[config.mk]
export PLATFORM = sky130hd
export DESIGN_NAME = rgb_to_hsv_pixel
export DESIGN_NICKNAME = d
export VERILOG_FILES = /design/src/hdl/rgbhsv_pkg.sv /design/src/hdl/rgb_to_hsv_pixel.sv /design/src/hdl/rgbhsv_sort.sv /design/src/hdl/rgbhsv_scale.sv /design/src/hdl/rgbhsv_div_step.sv
export SDC_FILE = /design/constraint.sdc
export NUM_CORES = 1
export LEC_CHECK = 0
export BUFFER_PORTS_ARGS = -buffer_cell sky130_fd_sc_hd__buf_2
export CORE_ASPECT_RATIO = 0.75
export CORE_MARGIN = 3
export CORE_UTILIZATION = 40
export DETAILED_ROUTE_END_ITERATION = 12
export PLACE_DENSITY = 0.65
export SLEW_MARGIN = 20
export SYNTH_ARGS = -nofsm -noshare
export SYNTH_HDL_FRONTEND = slang
export SYNTH_SLANG_ARGS = --single-unit
[constraint.sdc]
create_clock -name clk_i -period 4.8 [get_ports clk_i]
set_clock_uncertainty 0.1 [all_clocks]
set_input_delay 0 -clock clk_i [delete_from_list [all_inputs] [get_ports clk_i]]
set_output_delay 0 -clock clk_i [all_outputs]
set_load 0.05 [all_outputs]
[src/hdl/rgbhsv_pkg.sv]
package rgbhsv_pkg;

  localparam int unsigned DIV_STEPS  = 9;
  localparam int unsigned NUM_STAGES = DIV_STEPS + 2;

  typedef struct packed {
    logic [7:0] red_in;
    logic [7:0] green_in;
    logic [7:0] blue_in;
  } pix_in_t;

  typedef struct packed {
    logic [8:0] hue_deg;
    logic [7:0] saturation;
    logic [7:0] brightness;
  } pix_out_t;

  // which channel is the smallest; picks the hue sector offset
  typedef enum logic [1:0] {
    SEC_RED_LO   = 2'd0,
    SEC_BLUE_LO  = 2'd1,
    SEC_GREEN_LO = 2'd2
  } sector_e;

  typedef struct packed {
    logic              grey;
    sector_e           sector;
    logic [7:0]        hi;
    logic [7:0]        delta;
    logic signed [8:0] diff;
  } sort_t;

  // one long-division lane: partial remainder, dividend bits still to
  // shift in (quotient bits shift in from the bottom), divisor
  typedef struct packed {
    logic [7:0] rem;
    logic [8:0] bits;
    logic [7:0] dsr;
  } div_lane_t;

  typedef struct packed {
    div_lane_t  hue;
    div_lane_t  sat;
    logic [7:0] hi;
  } div_stage_t;

endpackage

[src/hdl/rgb_to_hsv_pixel.sv]
// RGB to HSV converter, one item per clock.
// Pipeline: 11 register stages (min/max sort, scale, 9 restoring division steps).
// Throughput: one item per cycle; each stage holds only when the stage after it
// is full and stalled, so bubbles close up under a stall.
// Reset clears all valid bits; payload registers are not reset.
module rgb_to_hsv_pixel
  import rgbhsv_pkg::*;
(
  input  logic     clk_i,
  input  logic     rst_ni,
  input  logic     in_valid_i,
  output logic     in_stall_o,
  input  pix_in_t  pix_i,
  output logic     out_valid_o,
  input  logic     out_stall_i,
  output pix_out_t pix_o
);

  logic [NUM_STAGES:0]   en;
  logic [NUM_STAGES-1:0] vld;
  sort_t                 sort_data;
  div_stage_t            stage_data [NUM_STAGES-1:1];

  // a stage loads when it is empty or its content moves on
  assign en[NUM_STAGES] = !out_stall_i;
  for (genvar k = 0; k < NUM_STAGES; k++) begin : g_en
    assign en[k] = !vld[k] || en[k+1];
  end

  rgbhsv_sort u_sort (
    .clk_i   (clk_i),
    .rst_ni  (rst_ni),
    .en_i    (en[0]),
    .valid_i (in_valid_i),
    .pix_i   (pix_i),
    .valid_o (vld[0]),
    .data_o  (sort_data)
  );

  rgbhsv_scale u_scale (
    .clk_i   (clk_i),
    .rst_ni  (rst_ni),
    .en_i    (en[1]),
    .valid_i (vld[0]),
    .data_i  (sort_data),
    .valid_o (vld[1]),
    .data_o  (stage_data[1])
  );

  for (genvar k = 2; k < NUM_STAGES; k++) begin : g_div
    rgbhsv_div_step u_step (
      .clk_i   (clk_i),
      .rst_ni  (rst_ni),
      .en_i    (en[k]),
      .valid_i (vld[k-1]),
      .data_i  (stage_data[k-1]),
      .valid_o (vld[k]),
      .data_o  (stage_data[k])
    );
  end

  assign in_stall_o         = !en[0];
  assign out_valid_o        = vld[NUM_STAGES-1];
  assign pix_o.hue_deg      = stage_data[NUM_STAGES-1].hue.bits;
  assign pix_o.saturation   = stage_data[NUM_STAGES-1].sat.bits[7:0];
  assign pix_o.brightness   = stage_data[NUM_STAGES-1].hi;

endmodule

[src/hdl/rgbhsv_sort.sv]
module rgbhsv_sort
  import rgbhsv_pkg::*;
(
  input  logic    clk_i,
  input  logic    rst_ni,
  input  logic    en_i,
  input  logic    valid_i,
  input  pix_in_t pix_i,
  output logic    valid_o,
  output sort_t   data_o
);

  logic       valid_q;
  sort_t      data_d, data_q;
  logic [7:0] r, g, b, hi, lo;

  always_comb begin
    r  = pix_i.red_in;
    g  = pix_i.green_in;
    b  = pix_i.blue_in;
    hi = (r > g) ? r : g;
    hi = (hi > b) ? hi : b;
    lo = (r < g) ? r : g;
    lo = (lo < b) ? lo : b;
    data_d.hi    = hi;
    data_d.delta = hi - lo;
    data_d.grey  = (hi == lo);
    // ties on the minimum: red first, then blue
    if (r == lo) begin
      data_d.sector = SEC_RED_LO;
      data_d.diff   = $signed({1'b0, g}) - $signed({1'b0, b});
    end else if (b == lo) begin
      data_d.sector = SEC_BLUE_LO;
      data_d.diff   = $signed({1'b0, r}) - $signed({1'b0, g});
    end else begin
      data_d.sector = SEC_GREEN_LO;
      data_d.diff   = $signed({1'b0, b}) - $signed({1'b0, r});
    end
  end

  always_ff @(posedge clk_i or negedge rst_ni) begin
    if (!rst_ni) begin
      valid_q <= 1'b0;
    end else if (en_i) begin
      valid_q <= valid_i;
    end
  end

  always_ff @(posedge clk_i) begin
    if (en_i && valid_i) begin
      data_q <= data_d;
    end
  end

  assign valid_o = valid_q;
  assign data_o  = data_q;

endmodule

[src/hdl/rgbhsv_scale.sv]
module rgbhsv_scale
  import rgbhsv_pkg::*;
(
  input  logic       clk_i,
  input  logic       rst_ni,
  input  logic       en_i,
  input  logic       valid_i,
  input  sort_t      data_i,
  output logic       valid_o,
  output div_stage_t data_o
);

  logic               valid_q;
  div_stage_t         data_d, data_q;
  logic [10:0]        od;
  logic signed [11:0] num;
  logic [10:0]        num_u;
  logic [16:0]        hue_dvd;
  logic [16:0]        sat_dvd;

  always_comb begin
    case (data_i.sector)
      SEC_RED_LO:   od = {2'b00, data_i.delta, 1'b0} + {3'b000, data_i.delta};
      SEC_BLUE_LO:  od = {3'b000, data_i.delta};
      SEC_GREEN_LO: od = {1'b0, data_i.delta, 2'b00} + {3'b000, data_i.delta};
      default:      od = '0;
    endcase
    // numerator stays in 0 .. 6*delta-1
    num     = $signed({1'b0, od}) - {{3{data_i.diff[8]}}, data_i.diff};
    num_u   = num[10:0];
    hue_dvd = {num_u, 6'b0} - {4'b0000, num_u, 2'b00};
    sat_dvd = {1'b0, data_i.delta, 8'b0} - {9'b0, data_i.delta};

    data_d.hi = data_i.hi;
    if (data_i.grey) begin
      // zero over one gives zero hue and saturation
      data_d.hue = '{rem: 8'd0, bits: 9'd0, dsr: 8'd1};
      data_d.sat = '{rem: 8'd0, bits: 9'd0, dsr: 8'd1};
    end else begin
      data_d.hue = '{rem: hue_dvd[16:9], bits: hue_dvd[8:0], dsr: data_i.delta};
      data_d.sat = '{rem: sat_dvd[16:9], bits: sat_dvd[8:0], dsr: data_i.hi};
    end
  end

  always_ff @(posedge clk_i or negedge rst_ni) begin
    if (!rst_ni) begin
      valid_q <= 1'b0;
    end else if (en_i) begin
      valid_q <= valid_i;
    end
  end

  always_ff @(posedge clk_i) begin
    if (en_i && valid_i) begin
      data_q <= data_d;
    end
  end

  assign valid_o = valid_q;
  assign data_o  = data_q;

endmodule

[src/hdl/rgbhsv_div_step.sv]
module rgbhsv_div_step
  import rgbhsv_pkg::*;
(
  input  logic       clk_i,
  input  logic       rst_ni,
  input  logic       en_i,
  input  logic       valid_i,
  input  div_stage_t data_i,
  output logic       valid_o,
  output div_stage_t data_o
);

  logic       valid_q;
  div_stage_t data_d, data_q;

  function automatic div_lane_t step(div_lane_t l);
    logic [8:0] t;
    logic [8:0] sub;
    logic       ge;
    div_lane_t  n;
    t      = {l.rem, l.bits[8]};
    sub    = t - {1'b0, l.dsr};
    ge     = (t >= {1'b0, l.dsr});
    n.rem  = ge ? sub[7:0] : t[7:0];
    n.bits = {l.bits[7:0], ge};
    n.dsr  = l.dsr;
    return n;
  endfunction

  always_comb begin
    data_d.hue = step(data_i.hue);
    data_d.sat = step(data_i.sat);
    data_d.hi  = data_i.hi;
  end

  always_ff @(posedge clk_i or negedge rst_ni) begin
    if (!rst_ni) begin
      valid_q <= 1'b0;
    end else if (en_i) begin
      valid_q <= valid_i;
    end
  end

  always_ff @(posedge clk_i) begin
    if (en_i && valid_i) begin
      data_q <= data_d;
    end
  end

  assign valid_o = valid_q;
  assign data_o  = data_q;

endmodule

* After elaboration in Yosys (flattened, before gate mapping)
Index checks and enable logic that the tools add are counted.
** Word-level totals
- Bits of input ports :: 28
- Output and inout bits :: 27
- Bits in registers :: 586
- Word-level logic and storage cells :: 194
** Operators by class
- $add $sub $neg :: 25
- Reduce and logical (&&, ||, !) cells :: 36
- Equality and inequality tests :: 5
- Muxes and demuxes :: 24
- Magnitude comparators :: 22
** Operator list (count)
- 9-bit by 8-bit >= comparator with 1-bit output :: 18
- 8-bit two-way mux :: 20
- 8-bit subtractor :: 17
- 11-bit case mux with 3 select lines :: 1
- 8-bit by 8-bit subtractor with 9-bit output :: 3
- 8-bit == test :: 3
- 9-bit two-way mux :: 2
- 16-bit by 8-bit subtractor with 17-bit output :: 1
- 17-bit by 13-bit subtractor with 17-bit output :: 1
- 8-bit > comparator :: 2
- 8-bit < comparator :: 2
- 1-bit logical NOT :: 13
- 10-bit by 8-bit adder with 11-bit output :: 1
- 1-bit logical AND :: 11
- 1-bit logical OR :: 11
- 11-bit subtractor :: 1
- 9-bit by 8-bit adder with 10-bit output :: 1
- 2-bit by 1-bit == test with 1-bit output (second input constant) :: 1
- 2-bit == test (second input constant) :: 1
- 2-bit logical NOT :: 1
- 2-bit two-way mux :: 1

* Longest topological paths before layout
- Depth after elaboration :: 13
- Mapped depth :: 27

* Modules after synthesis
Synthesis repeated with hierarchy kept, for this count alone.
** Second synthesis, totals
- Cells, all modules :: 2517
- Area total of the unflattened synthesis :: 32531.2 sq um
** By module, submodules not included
- rgbhsv_div_step (g_div[10].u_step ...) :: area an instance 2755.1 sq um, times used 3, cells an instance 190
- rgbhsv_div_step (g_div[4].u_step ...) :: area an instance 2731.4 sq um, times used 3, cells an instance 187
- rgbhsv_scale :: area an instance 4184.0 sq um, times used 1, cells an instance 421
- rgbhsv_sort :: area an instance 3435.8 sq um, times used 1, cells an instance 379
- rgbhsv_div_step (g_div[7].u_step) :: area an instance 2812.7 sq um, times used 1, cells an instance 193
- rgbhsv_div_step (g_div[9].u_step) :: area an instance 2775.2 sq um, times used 1, cells an instance 187
- rgbhsv_div_step (g_div[3].u_step) :: area an instance 2753.9 sq um, times used 1, cells an instance 188
- rgb_to_hsv_pixel :: area an instance 110.1 sq um, times used 1, cells an instance 18

* Worst setup path after synthesis
No wires, ideal clock.
- Kind :: input -> register
- Start :: input port pix_i[15] (netlist name)
- End :: register u_sort.data_q (netlist bit u_sort.data_o[16]) (data pin)
- Data required time :: 4442 ps
- Cell stages on the path :: 26
- Library setup time :: 258 ps
- Path buffers :: 2
- Path slack :: -25 ps
- Arrival time :: 4467 ps
- Cells stage by stage :: inv_1 > ha_1 > and3_4 > o211ai_1 > and2_1 > buf_6 > a31oi_4 > clkbuf_1 > nand2_1 > o21ai_0 > ha_1 > and3_1 > nand4_1 > o21ai_0 > a21oi_1 > mux2i_1 > inv_1 > ha_1 > nor2b_1 > o21ai_0 > nand2b_1 > a21o_1 > a21o_1 > a21o_1 > a21oi_1 > xnor2_1
** RTL lines
- from (decl) :: RTL line rgb_to_hsv_pixel.sv:13 : input pix_in_t pix_i,
- to (signal assigned) :: RTL line rgbhsv_sort.sv:51 : data_q <= data_d;
- to (decl) :: RTL line rgbhsv_sort.sv:14 : sort_t data_d, data_q;

* Worst setup path in the final report
- Start :: register u_sort.data_q (netlist bit u_sort.data_o[11])
- End :: register u_scale.data_q (netlist bit u_scale.data_o[57]) (data pin)
** On the way
- Longest elaborated chain between the ends :: 4
** Ends and longest elaborated chain
- 10-bit by 8-bit adder with 11-bit output or 9-bit by 8-bit adder with 10-bit output (tied branches) :: RTL line rgbhsv_scale.sv:25, rgbhsv_scale.sv:23
- 11-bit case mux with 3 select lines * :: RTL line rgbhsv_scale.sv:22 : case (data_i.sector)
- 11-bit subtractor * :: RTL line rgbhsv_scale.sv:29 : num = $signed({1'b0, od}) - {{3{data_i.diff[8]}}, data_i.diff};
- 17-bit by 13-bit subtractor with 17-bit output * :: RTL line rgbhsv_scale.sv:31 : hue_dvd = {num_u, 6'b0} - {4'b0000, num_u, 2'b00};
- to (signal assigned) :: RTL line rgbhsv_scale.sv:55 : data_q <= data_d;
- to (decl) :: RTL line rgbhsv_scale.sv:14 : div_stage_t data_d, data_q;
Mark *: on every way between the ends. The rest lies on a longest branch, timed or not.
A chain may end at the register's enable or synchronous reset.

==> metrics.txt <==
total power density per cell area=~770 nW/um2; Synth Flop Type=edfxtp_1; Initial Util=between 40 and 50%; GRT Total Usage=between 10% and 20%; Chip Height=around 240 um; Final #Nets=approximately 2,800; Clock Pin Slew Worst Setup and Hold Paths=0.06 ns; Worst Setup End Kind=flop; crit-path max FO=4; CTS Sinks=roughly 560; total grt overflow=0; Synth Register Bits=~560; DRC=0; Vias/cell=a little under 5; htree depth=2; status=completed; Syn Nets=~2,500; port buffer count=54; Slew headroom=approximately a third; worst reg2reg startpoint=u_sort.data_o[11]$_DFFE_PP_; setup slack after layout=roughly 0.050 ns; cell with the most instances after synthesis=edfxtp_1; setup violators final=0; Synth top cells by count=edfxtp_1, inv_1, ha_1, nor2_1, xnor2_1; IO Count=55; VDD IR max=~0.83 mV; wire per inst=~15 um; Tmin final=between 4 and 5 ns; synth unique cells=63; total power=25.9 mW; Final Wtd Congestion=0.863; cells along the critical path=inv_2 -> ha_4 -> a21o_1 -> a21oi_2 -> o21bai_1 -> a21oi_2 -> xnor2_1 -> nor2_1 -> a21oi_1 -> o21ai_2 -> ha_2 -> or2_2 -> o31a_1 -> o41ai_4 -> buf_4 -> xnor2_4 -> inv_2 -> ha_4 -> o21ai_4 -> a31oi_4 -> nor4b_4 -> nor3_2 -> nand3b_1 -> mux2_4; Crit path arrival time=about 5 ns; Place WS=-0.209 ns; reg2reg setup slack=0.05 ns; CP Launch Type=flop; MaxCap Viol Count=0; clock insertion delay at the later pin of the skew report=between 0.6 and 0.7 ns; Max clock buf depth=3; share of cells above drive strength 1=18.2%; Antenna Nets Post-Route=0; hold depth=3; die area=about 75,000 um2; Pleak=~14 nW; largest net degree at the start of global routing=56; Tcrit/Tclk final=slightly below 100%; combinational group share of total power=50.5%; Num CTS Buffers=57; Filler cells=between 5,000 and 6,000; synth top area cells=edfxtp_1, ha_1, inv_1, mux2_2, xnor2_1; Synth Area per Inst=around 13 um2; post-synth top area cell=edfxtp_1; WHS Endpoint=u_sort.valid_o$_DFFE_PN0N_; Mapped Area=between 20,000 and 30,000 um2; sequential area share after synthesis=approximately three fifths; switching power=between 9 and 10 mW; drt pass-1 iters=5; Max Clk Rate=approximately 210 MHz; switching fraction of total power=a little over a third; CP peak stage delay=approximately 0.46 ns; Yosys warnings=0; RSZ-0062 raised after global routing=true; slowest CP cell=edfxtp_1; register area=16,800 um2; HP Class=input pin to flop; root buffer cell=clkbuf_16; worst hold margin=between 0.03 and 0.04 ns; DP HPWL=38,000 um; Flop pwr share=between 30% and 40%; Power Internal=~17 mW; Worst Path Class, Setup=flop to flop; Die X=roughly 310 um; First DRT Iteration DRCs=849; setup_tns=0 ns; area grow syn2layout=17.3%; hold path start=in_valid_i; Critical R2R Capture=u_scale.data_o[57]$_SDFFCE_PP0P_; via count=16,874; routed wire length=roughly 51,000 um; Post-synth ARST share=under 10%; Final Max Slew Viols=0; CTS tree=done; Required @ worst endpoint=just over 5 ns; Inserted Diodes=0; post-synth top area share=a little under 60%; r2r worst-path depth=24; vias in the first global route=between 15,000 and 20,000; Slew @ Worst Pin=around 1 ns; core box area=around 70,000 um2; final hold vios=0; number of flops mapped to enable cells by yosys=between 500 and 600; clock network fraction of total power=between 10% and 20%; Post-Syn Instances=2,237; row cnt=between 80 and 90; area of the multi-input gates=about 11,000 um2; initial antenna violation count=0; first-pass GRT wire length=around 85,000 um; Layout Utilization=~48%
-- power by group through the flow --
| stage | clock, mW | combinational, mW | sequential [mW] |
|---|---|---|---|
| floorplan | 0 | 7.84 | 8.39 |
| global placement | 0 | 10.3 | 8.36 |
| detailed placement | 0 | 10.6 | 8.42 |
| CTS | 4.65 | 11.0 | 8.33 |
| global route | 4.86 | 14.5 | 8.49 |
| finish | 4.51 | 13.1 | 8.32 |
-- area by class of cell --
cell class / instances / area share, %
Timing Repair Buffer: 199 / 4.30
Multi-Input combinational cell: 1362 / 32.8
Clock buffer: 61 / 4.31
Clock inverter: 46 / 1.58
Tap cell: 946 / 3.54
Sequential cell: 561 / 50.2
Inverter: 296 / 3.32
-- logic make-up (layout without fill, tap and decap cells) --
kind of cell               after synthesis  after routing  share of synthesized area [%]
muxes                                  134            134                           5.10
DFF                                    561            561                           58.9
AOI/OAI and AO/OA                      366            366                           8.17
adders and majority gates              252            252                           11.7
other                                    1              1                         0.0132
and+or+nand+nor                        488            488                           8.20
buffers and inverters                  314            602                           4.24
xor gates and xnor gates               121            121                           3.72
-- registers in the layout, summed over array words and instances, names as in the netlist --
| name | flops |
|---|---|
| u_scale.data_o | 56 |
| g_div.u_step.valid_o | 9 |
| u_sort.data_o | 28 |
| u_scale.valid_o | 1 |
| u_sort.valid_o | 1 |
| g_div.u_step.data_o | 466 |
-- how the worst max path moves through the flow --
stage	start	end	cells past startpoint
2_1_floorplan	u_sort.data_o[11]$_DFFE_PP_	u_scale.data_o[57]$_SDFFCE_PP0P_	23
3_3_place_gp	pix_i[14]	u_sort.data_o[16]$_DFFE_PP_	25
3_5_place_dp	u_sort.data_o[11]$_DFFE_PP_	u_scale.data_o[57]$_SDFFCE_PP0P_	23
4_1_cts	u_sort.data_o[10]$_DFFE_PP_	u_scale.data_o[57]$_SDFFCE_PP0P_	22
5_1_grt	u_sort.data_o[11]$_DFFE_PP_	u_scale.data_o[54]$_SDFFCE_PP0P_	24
6_report	u_sort.data_o[11]$_DFFE_PP_	u_scale.data_o[57]$_SDFFCE_PP0P_	24
-- what timing repair did --
action                                 4_1_cts  5_1_grt
endpoints found under the hold margin       73        0
setup buffers                                5       23
setup endpoints to repair                    3        6
hold buffers                                 7        0
resized for setup                           15       73
pin swaps                                    3       50
-- worst max-delay path: cells and delay by family, from the launching register on --
family                     cells  cell delay, ns
DFF                            1            0.46
adders and majority gates      3            0.75
buffers and inverters          3            0.41
and+or+nand+nor                5            0.89
AOI/OAI and AO/OA             10            1.29
xor gates and xnor gates       2            0.28
muxes                          1            0.30
-- placed cells by master, fill, tap and decap left out, types with 62 or more instances in the layout --
master | synthesis | layout
edfxtp_1 | 550 | 550
inv_1 | 296 | 289
ha_1 | 229 | 219
nor2_1 | 193 | 190
buf_4 | 0 | 133
nand2_1 | 86 | 85
mux2_2 | 83 | 83
xnor2_1 | 87 | 80
o21ai_0 | 85 | 77
nor2b_1 | 67 | 62
-- routing by layer --
metal	routed length, um	GRT usage (%)	vias to the layer above
met5	0	0	-
met4	1010	3.65	0
met3	2260	2.48	76
met2	25000	23.9	275
met1	23100	17.7	8044
li1	-	-	8479
-- per-stage QoR --
stage               cell area, um2  std cells
CTS                          32900       3446
floorplan                    28500       2237
global placement             30700       3327
global route                 33500       3471
detailed placement           30700       3327
finish                       33500       3471
(Power assumes the default switching activity.)
